File: src/rtl/x86dec_pkg.sv
`timescale 1ns / 1ps
// ----------------------------------------------------------------------------
// x86dec_pkg
// Codes, opcode patterns and stage records for the 16-bit x86 decoder of the
// mov/add/sub/cmp subset.
// ----------------------------------------------------------------------------
package x86dec_pkg;

    // Operation codes of a result word
    typedef enum logic [1:0] {
        OPER_MOV = 2'd0,
        OPER_ADD = 2'd1,
        OPER_SUB = 2'd2,
        OPER_CMP = 2'd3
    } oper_t;

    // Instruction forms; the two unused codes never leave the decoder
    typedef enum logic [2:0] {
        FORM_RM_REG  = 3'd0,
        FORM_IMM_REG = 3'd1,
        FORM_IMM_RM  = 3'd2,
        FORM_MEM_ACC = 3'd3,
        FORM_ACC_MEM = 3'd4,
        FORM_IMM_ACC = 3'd5
    } form_t;

    // Opcode patterns, matched on opcode[7:2]
    localparam logic [5:0] OPC6_MOV_RM = 6'h22;
    localparam logic [5:0] OPC6_ADD_RM = 6'h00;
    localparam logic [5:0] OPC6_SUB_RM = 6'h0A;
    localparam logic [5:0] OPC6_CMP_RM = 6'h0E;
    localparam logic [5:0] OPC6_GRP1   = 6'h20;
    // Matched on opcode[7:4]
    localparam logic [3:0] OPC4_MOV_IMM_REG = 4'hB;
    // Matched on opcode[7:1]
    localparam logic [6:0] OPC7_MOV_IMM_RM  = 7'h63;
    localparam logic [6:0] OPC7_MOV_MEM_ACC = 7'h50;
    localparam logic [6:0] OPC7_MOV_ACC_MEM = 7'h51;
    localparam logic [6:0] OPC7_ADD_IMM_ACC = 7'h02;
    localparam logic [6:0] OPC7_SUB_IMM_ACC = 7'h16;
    localparam logic [6:0] OPC7_CMP_IMM_ACC = 7'h1E;

    // Group-1 sub-operations in the reg field
    localparam logic [2:0] SUB_ADD = 3'd0;
    localparam logic [2:0] SUB_SUB = 3'd5;
    localparam logic [2:0] SUB_CMP = 3'd7;

    // Mod field values and the rm code that means a direct address
    localparam logic [1:0] MOD_NO_DISP   = 2'd0;
    localparam logic [1:0] MOD_DISP8     = 2'd1;
    localparam logic [1:0] MOD_DISP16    = 2'd2;
    localparam logic [2:0] RM_DIRECT     = 3'd6;

    // Byte positions inside the window
    localparam logic [2:0] POS_AFTER_MODRM = 3'd2;
    localparam logic [2:0] POS_AFTER_D8    = 3'd3;
    localparam logic [2:0] POS_AFTER_D16   = 3'd4;

    // Window bytes 1..5 kept as entries 0..4
    typedef logic [4:0][7:0] win_t;

    // Opcode class, first stage
    typedef struct packed {
        oper_t       operation;
        form_t       form;
        logic        wide;
        logic        to_register;
        logic [2:0]  reg_index;
        logic        sign_ext;
        logic        invalid;
    } cls_t;

    // Operand addressing, second stage
    typedef struct packed {
        cls_t        cls;
        logic [1:0]  mode;
        logic [2:0]  rm_index;
        logic        direct_address;
        logic [15:0] displacement;
        logic [2:0]  pos;
    } adr_t;

    // Full result word
    typedef struct packed {
        oper_t       operation;
        form_t       form;
        logic        wide;
        logic        to_register;
        logic [1:0]  mode;
        logic [2:0]  reg_index;
        logic [2:0]  rm_index;
        logic        direct_address;
        logic [15:0] displacement;
        logic [15:0] immediate;
        logic [2:0]  length;
        logic        invalid;
    } res_t;

endpackage

File: src/rtl/x86_16bit_instruction_decoder_top.sv
`timescale 1ns / 1ps
// ----------------------------------------------------------------------------
// x86_16bit_instruction_decoder_top
// Decodes one mov/add/sub/cmp instruction from a six-byte window per word.
// ----------------------------------------------------------------------------
// The decoder takes one six-byte window per cycle and returns one result word
// through a classify stage for the opcode, an addressing stage for the
// mod-reg-rm byte and displacement, and an immediate/length stage that is
// also the output register. Throughput is one word per clock; a stall on the
// output side holds every full stage in place and the input is taken again as
// soon as the first stage has room. Unknown opcodes and sub-operations come
// out with invalid set, length zero and only the w bit of the opcode in wide.
// ----------------------------------------------------------------------------
module x86_16bit_instruction_decoder_top
    import x86dec_pkg::*;
(
    input  logic               clk,
    input  logic               rst_n,
    // Input channel
    input  logic               in_valid,
    output logic               in_ready,
    input  logic [7:0]         instr_byte0,
    input  logic [7:0]         instr_byte1,
    input  logic [7:0]         instr_byte2,
    input  logic [7:0]         instr_byte3,
    input  logic [7:0]         instr_byte4,
    input  logic [7:0]         instr_byte5,
    // Output channel
    output logic               out_valid,
    input  logic               out_ready,
    output logic [1:0]         operation,
    output logic [2:0]         form,
    output logic               wide,
    output logic               to_register,
    output logic [1:0]         mode,
    output logic [2:0]         reg_index,
    output logic [2:0]         rm_index,
    output logic               direct_address,
    output logic signed [15:0] displacement,
    output logic [15:0]        immediate,
    output logic [2:0]         length,
    output logic               invalid
);

    logic  s1_valid_reg, s2_valid_reg, s3_valid_reg;
    logic  s1_load, s2_load, s3_load;
    win_t  s1_win_reg, s2_win_reg;
    cls_t  s1_cls_reg, cls_next;
    adr_t  s2_adr_reg, adr_next;
    res_t  s3_res_reg, res_next;
    logic [2:0] sub_op;
    logic [7:0] pos_byte;
    logic [15:0] pos_word;

    // Stage enables: a stage loads when it is empty or its successor moves
    assign s3_load  = !s3_valid_reg || out_ready;
    assign s2_load  = !s2_valid_reg || s3_load;
    assign s1_load  = !s1_valid_reg || s2_load;
    assign in_ready = s1_load;

    // Stage 1: classify the opcode
    assign sub_op = instr_byte1[5:3];

    always_comb
    begin
        cls_next      = '0;
        cls_next.wide = instr_byte0[0];
        priority if (instr_byte0[7:2] == OPC6_MOV_RM || instr_byte0[7:2] == OPC6_ADD_RM
                     || instr_byte0[7:2] == OPC6_SUB_RM || instr_byte0[7:2] == OPC6_CMP_RM)
        begin
            priority if (instr_byte0[7:2] == OPC6_MOV_RM)
                cls_next.operation = OPER_MOV;
            else if (instr_byte0[7:2] == OPC6_ADD_RM)
                cls_next.operation = OPER_ADD;
            else if (instr_byte0[7:2] == OPC6_SUB_RM)
                cls_next.operation = OPER_SUB;
            else
                cls_next.operation = OPER_CMP;
            cls_next.form        = FORM_RM_REG;
            cls_next.to_register = instr_byte0[1];
        end
        else if (instr_byte0[7:4] == OPC4_MOV_IMM_REG)
        begin
            cls_next.operation   = OPER_MOV;
            cls_next.form        = FORM_IMM_REG;
            cls_next.wide        = instr_byte0[3];
            cls_next.to_register = 1'b1;
            cls_next.reg_index   = instr_byte0[2:0];
        end
        else if (instr_byte0[7:1] == OPC7_MOV_IMM_RM)
        begin
            cls_next.operation = OPER_MOV;
            cls_next.form      = FORM_IMM_RM;
            cls_next.invalid   = (sub_op != SUB_ADD);
        end
        else if (instr_byte0[7:2] == OPC6_GRP1)
        begin
            cls_next.form     = FORM_IMM_RM;
            cls_next.sign_ext = instr_byte0[1];
            priority if (sub_op == SUB_ADD)
                cls_next.operation = OPER_ADD;
            else if (sub_op == SUB_SUB)
                cls_next.operation = OPER_SUB;
            else if (sub_op == SUB_CMP)
                cls_next.operation = OPER_CMP;
            else
                cls_next.invalid = 1'b1;
        end
        else if (instr_byte0[7:1] == OPC7_MOV_MEM_ACC || instr_byte0[7:1] == OPC7_MOV_ACC_MEM)
        begin
            cls_next.operation   = OPER_MOV;
            cls_next.form        = (instr_byte0[7:1] == OPC7_MOV_MEM_ACC) ? FORM_MEM_ACC
                                                                          : FORM_ACC_MEM;
            cls_next.to_register = (instr_byte0[7:1] == OPC7_MOV_MEM_ACC);
        end
        else if (instr_byte0[7:1] == OPC7_ADD_IMM_ACC || instr_byte0[7:1] == OPC7_SUB_IMM_ACC
                 || instr_byte0[7:1] == OPC7_CMP_IMM_ACC)
        begin
            priority if (instr_byte0[7:1] == OPC7_ADD_IMM_ACC)
                cls_next.operation = OPER_ADD;
            else if (instr_byte0[7:1] == OPC7_SUB_IMM_ACC)
                cls_next.operation = OPER_SUB;
            else
                cls_next.operation = OPER_CMP;
            cls_next.form        = FORM_IMM_ACC;
            cls_next.to_register = 1'b1;
        end
        else
        begin
            cls_next.invalid = 1'b1;
        end

        // Drop everything but the w bit on an unknown word
        if (cls_next.invalid)
        begin
            cls_next         = '0;
            cls_next.wide    = instr_byte0[0];
            cls_next.invalid = 1'b1;
        end
    end

    always_ff @(posedge clk or negedge rst_n)
    begin
        if (!rst_n)
            s1_valid_reg <= 1'b0;
        else if (s1_load)
            s1_valid_reg <= in_valid;
    end

    always_ff @(posedge clk)
    begin
        if (s1_load && in_valid)
        begin
            s1_cls_reg <= cls_next;
            s1_win_reg <= {instr_byte5, instr_byte4, instr_byte3, instr_byte2, instr_byte1};
        end
    end

    // Stage 2: mod-reg-rm byte and displacement
    always_comb
    begin
        adr_next     = '0;
        adr_next.cls = s1_cls_reg;
        adr_next.pos = POS_AFTER_MODRM;
        if (!s1_cls_reg.invalid)
        begin
            unique case (s1_cls_reg.form)
                FORM_RM_REG, FORM_IMM_RM:
                begin
                    adr_next.mode          = s1_win_reg[0][7:6];
                    adr_next.cls.reg_index = s1_win_reg[0][5:3];
                    adr_next.rm_index      = s1_win_reg[0][2:0];
                    priority if (adr_next.mode == MOD_NO_DISP && adr_next.rm_index == RM_DIRECT)
                    begin
                        adr_next.direct_address = 1'b1;
                        adr_next.displacement   = {s1_win_reg[2], s1_win_reg[1]};
                        adr_next.pos            = POS_AFTER_D16;
                    end
                    else if (adr_next.mode == MOD_DISP8)
                    begin
                        adr_next.displacement = {{8{s1_win_reg[1][7]}}, s1_win_reg[1]};
                        adr_next.pos          = POS_AFTER_D8;
                    end
                    else if (adr_next.mode == MOD_DISP16)
                    begin
                        adr_next.displacement = {s1_win_reg[2], s1_win_reg[1]};
                        adr_next.pos          = POS_AFTER_D16;
                    end
                    else
                    begin
                        adr_next.pos = POS_AFTER_MODRM;
                    end
                end
                FORM_MEM_ACC, FORM_ACC_MEM:
                begin
                    adr_next.rm_index       = RM_DIRECT;
                    adr_next.direct_address = 1'b1;
                    adr_next.displacement   = {s1_win_reg[1], s1_win_reg[0]};
                end
                default:
                begin
                    adr_next.pos = POS_AFTER_MODRM;
                end
            endcase
        end
    end

    always_ff @(posedge clk or negedge rst_n)
    begin
        if (!rst_n)
            s2_valid_reg <= 1'b0;
        else if (s2_load)
            s2_valid_reg <= s1_valid_reg;
    end

    always_ff @(posedge clk)
    begin
        if (s2_load && s1_valid_reg)
        begin
            s2_adr_reg <= adr_next;
            s2_win_reg <= s1_win_reg;
        end
    end

    // Stage 3: pick the immediate behind the displacement or the opcode, set the length
    always_comb
    begin
        unique case (s2_adr_reg.pos)
            POS_AFTER_D8:
            begin
                pos_byte = s2_win_reg[2];
                pos_word = {s2_win_reg[3], s2_win_reg[2]};
            end
            POS_AFTER_D16:
            begin
                pos_byte = s2_win_reg[3];
                pos_word = {s2_win_reg[4], s2_win_reg[3]};
            end
            default:
            begin
                pos_byte = s2_win_reg[1];
                pos_word = {s2_win_reg[2], s2_win_reg[1]};
            end
        endcase
    end

    always_comb
    begin
        res_next                = '0;
        res_next.operation      = s2_adr_reg.cls.operation;
        res_next.form           = s2_adr_reg.cls.form;
        res_next.wide           = s2_adr_reg.cls.wide;
        res_next.to_register    = s2_adr_reg.cls.to_register;
        res_next.mode           = s2_adr_reg.mode;
        res_next.reg_index      = s2_adr_reg.cls.reg_index;
        res_next.rm_index       = s2_adr_reg.rm_index;
        res_next.direct_address = s2_adr_reg.direct_address;
        res_next.displacement   = s2_adr_reg.displacement;
        res_next.invalid        = s2_adr_reg.cls.invalid;
        if (!s2_adr_reg.cls.invalid)
        begin
            unique case (s2_adr_reg.cls.form)
                FORM_RM_REG:
                begin
                    res_next.length = s2_adr_reg.pos;
                end
                FORM_IMM_RM:
                begin
                    if (s2_adr_reg.cls.wide && !s2_adr_reg.cls.sign_ext)
                    begin
                        res_next.immediate = pos_word;
                        res_next.length    = 3'(s2_adr_reg.pos + 3'd2);
                    end
                    else
                    begin
                        res_next.immediate = (s2_adr_reg.cls.wide && s2_adr_reg.cls.sign_ext)
                                             ? {{8{pos_byte[7]}}, pos_byte}
                                             : {8'h00, pos_byte};
                        res_next.length    = 3'(s2_adr_reg.pos + 3'd1);
                    end
                end
                FORM_MEM_ACC, FORM_ACC_MEM:
                begin
                    res_next.length = 3'd3;
                end
                FORM_IMM_REG, FORM_IMM_ACC:
                begin
                    res_next.immediate = s2_adr_reg.cls.wide
                                         ? {s2_win_reg[1], s2_win_reg[0]}
                                         : {8'h00, s2_win_reg[0]};
                    res_next.length    = s2_adr_reg.cls.wide ? 3'd3 : 3'd2;
                end
                default:
                begin
                    res_next.length = 3'd0;
                end
            endcase
        end
    end

    always_ff @(posedge clk or negedge rst_n)
    begin
        if (!rst_n)
            s3_valid_reg <= 1'b0;
        else if (s3_load)
            s3_valid_reg <= s2_valid_reg;
    end

    always_ff @(posedge clk)
    begin
        if (s3_load && s2_valid_reg)
            s3_res_reg <= res_next;
    end

    // Drive the output ports from the result register
    assign out_valid      = s3_valid_reg;
    assign operation      = s3_res_reg.operation;
    assign form           = s3_res_reg.form;
    assign wide           = s3_res_reg.wide;
    assign to_register    = s3_res_reg.to_register;
    assign mode           = s3_res_reg.mode;
    assign reg_index      = s3_res_reg.reg_index;
    assign rm_index       = s3_res_reg.rm_index;
    assign direct_address = s3_res_reg.direct_address;
    assign displacement   = s3_res_reg.displacement;
    assign immediate      = s3_res_reg.immediate;
    assign length         = s3_res_reg.length;
    assign invalid        = s3_res_reg.invalid;

`ifndef SYNTH
    // An invalid word carries no length, displacement or immediate
    assert property (@(posedge clk) disable iff (!rst_n)
        out_valid && invalid |-> length == 3'd0 && displacement == 16'sd0
                                 && immediate == 16'd0)
        else $error("invalid word carries operand data");

    // A valid word is between two and six bytes long
    assert property (@(posedge clk) disable iff (!rst_n)
        out_valid && !invalid |-> length >= 3'd2 && length <= 3'd6)
        else $error("decoded length out of range");

    // A direct address always comes with mod 0 and rm 6
    assert property (@(posedge clk) disable iff (!rst_n)
        out_valid && direct_address |-> mode == MOD_NO_DISP && rm_index == RM_DIRECT)
        else $error("direct address with wrong mod/rm");

    // A held middle stage keeps its word while the output stalls
    assert property (@(posedge clk) disable iff (!rst_n)
        s2_valid_reg && !s3_load |=> s2_valid_reg && $stable(s2_adr_reg))
        else $error("middle stage lost a word during a stall");
`endif

endmodule
File: config.mk
export PLATFORM = sky130hd
export DESIGN_NAME = x86_16bit_instruction_decoder_top
export DESIGN_NICKNAME = d
export VERILOG_FILES = /design/src/rtl/x86dec_pkg.sv /design/src/rtl/x86_16bit_instruction_decoder_top.sv
export SDC_FILE = /design/constraint.sdc
export NUM_CORES = 1
export LEC_CHECK = 0
export ABC_AREA = 0
export BUFFER_PORTS_ARGS = -buffer_cell sky130_fd_sc_hd__buf_2
export CAP_MARGIN = 40
export CORE_MARGIN = 5
export CORE_UTILIZATION = 40
export DETAILED_ROUTE_END_ITERATION = 8
export SYNTH_ARGS = -nofsm -noshare
export SYNTH_HDL_FRONTEND = slang
export SYNTH_SLANG_ARGS = --single-unit
File: constraint.sdc
create_clock -name clk -period 3.9 [get_ports clk]
set_clock_uncertainty 0.15 [all_clocks]
set_input_delay 0.78 -clock clk [delete_from_list [all_inputs] [get_ports clk]]
set_output_delay 0.78 -clock clk [all_outputs]
set_load 0.1 [all_outputs]
# ---- Word-level counts from Yosys, hierarchy flattened
# Index checks and enable logic that the tools add are counted.
# W data, S select, Z words.
dict set report word_totals {
  wordCells 166
  input_bits 52
  regBits 184
  out_inout_bits 54
}
dict set report op_classes {
  bitwise_logic 3
  muxes 52
  n_reduce_logical 36
  addsub 2
  n_eq_ne 26
}
# op n
set ops {}
lappend ops {{$pmux W16 S2} 2}
lappend ops {{$mux W19} 3}
lappend ops {{$mux W16} 3}
lappend ops {{$pmux W20 S2} 1}
lappend ops {{$mux W5} 7}
lappend ops {{$eq A3 B3 Y1 const B} 7}
lappend ops {{$eq A7 B7 Y1 const B} 3}
lappend ops {{$mux W1} 21}
lappend ops {{$pmux W8 S2} 1}
lappend ops {{$eq A3 B2 Y1 const B} 5}
lappend ops {{$mux W3} 5}
lappend ops {{$eq A7 B5 Y1 const B} 2}
lappend ops {{$mux W2} 7}
lappend ops {{$eq A6 B4 Y1 const B} 2}
lappend ops {{$eq A6 B6 Y1 const B} 2}
lappend ops {{$pmux W3 S4} 1}
lappend ops {{$reduce_or A2 Y1} 6}
lappend ops {{$reduce_or A5 Y1} 2}
lappend ops {{$logic_not A3 Y1} 3}
lappend ops {{$logic_or A1 B1 Y1} 9}
lappend ops {{$reduce_or A3 Y1} 3}
lappend ops {{$eq A7 B2 Y1 const B} 1}
lappend ops {{$mux W7} 1}
lappend ops {{$logic_and A1 B1 Y1} 6}
lappend ops {{other kinds (11)} 16}

# ---- Logic depth before layout (Yosys ltp)
dict set report depth {
  depth_word 10
  mapped_depth 8
  mapped_depth_nobuf 6
}

# ---- Worst setup path before layout
# Ideal clock, no wire load.
dict set report synth_timing {
  path_kind {register to register}
  start {register s3_valid_reg (netlist: out_valid)}
  end {register s1_cls_reg, in the netlist adr_next[25], enable pin}
  period_less_slack_ps 3680
  path_slack_ps 220
  path_stages_with_launch 4
  arrival_time_ps 3115
  t_required_ps 3335
  n_path_buf 0
  setup_time_ps 415
  cell_sequence {dfrtp_1 nor2b_1 nand3_1 and2_1}
}
dict set report synth_between {
  elab_chain_len 5
}
# element line_no
set synth_rtl {}
lappend synth_rtl {{from (decl)} x86_16bit_instruction_decoder_top.sv:45} ;# logic s1_valid_reg, s2_valid_reg, s3_valid_reg;
lappend synth_rtl {{from (signal assigned)} x86_16bit_instruction_decoder_top.sv:306} ;# s3_valid_reg <= s2_valid_reg;
lappend synth_rtl {{$logic_not A1 Y1} x86_16bit_instruction_decoder_top.sv:56} ;# assign s3_load = !s3_valid_reg || out_ready;
lappend synth_rtl {{$logic_or A1 B1 Y1} x86_16bit_instruction_decoder_top.sv:56}
lappend synth_rtl {{$logic_or A1 B1 Y1} x86_16bit_instruction_decoder_top.sv:57} ;# assign s2_load = !s2_valid_reg || s3_load;
lappend synth_rtl {{$logic_or A1 B1 Y1} x86_16bit_instruction_decoder_top.sv:58} ;# assign s1_load = !s1_valid_reg || s2_load;
lappend synth_rtl {{named net in_ready} x86_16bit_instruction_decoder_top.sv:21} ;# output logic in_ready,
lappend synth_rtl {{$logic_and A1 B1 Y1} x86_16bit_instruction_decoder_top.sv:152} ;# if (s1_load && in_valid)
lappend synth_rtl {{to (signal assigned)} x86_16bit_instruction_decoder_top.sv:154} ;# s1_cls_reg <= cls_next;
lappend synth_rtl {{to (decl)} x86_16bit_instruction_decoder_top.sv:48} ;# cls_t s1_cls_reg, cls_next;
# The timed path passes the listed nets, and every way through them passes these cells.
# A chain may end at the register's enable or synchronous reset.

# ---- Final worst setup path
dict set report layout_timing {
  start {register s3_valid_reg (netlist: out_valid)}
  end {output in_ready}
}
dict set report layout_between {
  elab_chain_len 4
}
# element line_no
set layout_rtl {}
lappend layout_rtl {{$logic_not A1 Y1} x86_16bit_instruction_decoder_top.sv:56}
lappend layout_rtl {{$logic_or A1 B1 Y1} x86_16bit_instruction_decoder_top.sv:56}
lappend layout_rtl {{$logic_or A1 B1 Y1} x86_16bit_instruction_decoder_top.sv:57}
lappend layout_rtl {{$logic_or A1 B1 Y1} x86_16bit_instruction_decoder_top.sv:58}
lappend layout_rtl {{to (decl)} x86_16bit_instruction_decoder_top.sv:21}
# Every way passes these cells.

==> out/metrics.csv <==
metric;value;unit
# diodes;0;
Post-synth EDFFs;181;
clk_lat worst skew;430;ps
initial antenna violation count;0;
total die area;20400;um^2
VDD IR max;0.310;mV
P&R area growth vs syn;19.7;%
Fillers;1493;
Yosys top cell area share;0.770;
DR DRC count;0;
post-cts resize count;0;
critical path arrival;1510;ps
Max Cap Violations;0;
Final Critical Period;2440;ps
WL final;14600;um
Pins Over Slew Limit;0;
CORE AREA;17300;um^2
DRT met1 WL;6480;um
main combinational cell family by area after synthesis;compound AO/OA/AOI/OAI gates;
count leader, synth;edfxtp_1;
final setup TNS;0;ps
pin count of the biggest net entering global routing;53;
CTS buffer count;17;
Seq/Total Area, Yosys;0.781;
pre-CTS setup slack;1400;ps
Vias/cell;5.21;
vias in the first global route;4204;
final net count;615;
Startpoint Class;register;
WL/cell;18.3;um
compound-cell area share of the yosys netlist;0.0970;
Rows;48;
worst rel slew slack;0.411;
Hold Vio Cnt, Final;0;
max incr delay on CP;440;ps
Clk pin slew, worst setup/hold paths;60;ps
met2 WL;7020;um
first-pass GRT wire length;23000;um
Power Total;0.00489;W
fin worst setup slack;1460;ps
Synth area leader;edfxtp_1;
Boundary Pins;106;
Slowest-stage cell, CP;buf_2;
Post-Synth Simple-Gate Area;0.0915;
distinct cell type count after synthesis;48;
RSZ-0062 raised after global routing;no;
WS Path Type;reg2out;
Die Width;143;um
Worst-Margin Slew;876;ps
register bit count reported by yosys;184;
1st-iter DRT viols;346;
async set-reset flop share out of synthesis;0.0163;
fin crit share;0.625;
Top Layer Used;met4;
final setup fails;0;
Max Clk Rate;0.410;GHz
cell breakdown of the critical path;nor2b_1, nand3_1, buf_2;
share of cells above drive strength 1;0.274;
CP required;2970;ps
routed wl met3;888;um
CTS tree;done;
synth top area cells;edfxtp_1 77%, nand2_1 3.0%, a21oi_1 2.1%;
Hold Path Class;reg2reg;
CP endpoint kind;primary output;
Root Buffer;clkbuf_16;
Setup Fix Bufs, Post-CTS;0;
remaining global-route overflow;0;
predominant post-synthesis flop cell;edfxtp_1;
Hold Slack;269;ps
Syn Area/Cell;15.8;um^2
Leakage;3.03;nW
xor and xnor area share after synthesis;0.00124;
CP max FO;3;
H-tree levels;4;
multiplexer share of the synthesized area;0.00762;
Ys Warns;0;
Die Y;143;um
Max Root-Sink Buffers;2;
Mapped Cells;448;
First-pass DRT Iterations;5;
DRT antenna net count;0;
RePlAce Congestion;0.871;
Power per Cell Area;578;nW/um^2
Total GRT Usage;0.150;
status;finished clean;
vias;4160;
Syn Nets;503;
synthesized area;7060;um^2
Post-synth top cells;181 x edfxtp_1, 56 x nand2_1, 30 x a21oi_1;
adder-cell share of the synthesized area;0.00532;
HPWL after DPL;10300;um
Port Buf Inserts;105;
CTS Sinks;184;
Post-CTS Hold Fix Bufs;1;
Initial Utilization;0.408;
[worst paths after layout]
check                                    from            end  slack [ps]  cells past startpoint
worst min-delay path             res_next[50]   operation[0]         270                      0
max in group asynchronous               rst_n   s1_valid_reg        2980                      2
min in group asynchronous               rst_n   s2_valid_reg         510                      2
worst min register to register   res_next[50]   operation[0]         270                      0
worst max-delay path                out_valid       in_ready        1460                      3
worst max register to register  s2_adr_reg[1]  immediate[14]        1540                      5
[per-stage QoR]
step / cells / instance area (um^2) / util
2_1_floorplan: 448 / 7060 / -
3_3_place_gp: 763 / 7830 / 0.453
3_5_place_dp: 765 / 7850 / 0.454
4_1_cts: 798 / 8450 / 0.488
5_1_grt: 798 / 8450 / 0.488
6_report: 798 / 8450 / 0.488
[power by group]
group | internal [W] | total [W] | leakage (nW) | switching (W)
logic | 0.000121 | 0.000718 | 0.944 | 0.000597
clock network | 0.00100 | 0.00169 | 0.281 | 0.000689
registers | 0.00239 | 0.00248 | 1.80 | 0.0000879
total | 0.00351 | 0.00489 | 3.03 | 0.00137
[per-layer routing]
metal  track usage  vias up
li1              -     1957
met1         0.207     2043
met2         0.233      147
met3        0.0345       13
met4        0.0555        0
met5             0        -
[critical path, delay by kind of cell, from the launching register on]
kind | cells | cell delay (ps)
AND/OR/NAND/NOR | 2 | 250
buffers and inverters | 1 | 440
flip-flops | 1 | 390
[logic make-up after synthesis]
family,count (synthesis)
muxes,5
and+or+nand+nor,131
AOI/OAI and AO/OA,96
buffers and inverters,28
xor gates and xnor gates,1
DFF,184
adders and majority gates,3
[layout by cell type (no fill, tap or decap), types with 9 or more instances in the layout]
cell       netlist  routed
inv_1            9       9
nand2b_1         9       9
edfxtp_1       181     181
clkbuf_16        0      17
nor2_1           9       9
nand2_1         56      56
o211ai_1        11      11
a21oi_1         30      30
nand3_1         20      20
buf_2            2     106
[layout make-up]
class                           count  area, um^2  share of cell area
Sequential cell                   184        5510               0.652
Multi-Input combinational cell    236        1430               0.170
Timing Repair Buffer              112         603              0.0714
Clock buffer                       19         433              0.0512
Tap cell                          225         282              0.0333
Clock inverter                     13         154              0.0182
Inverter                            9        33.8             0.00400
Power figures use the tool's default switching activity.
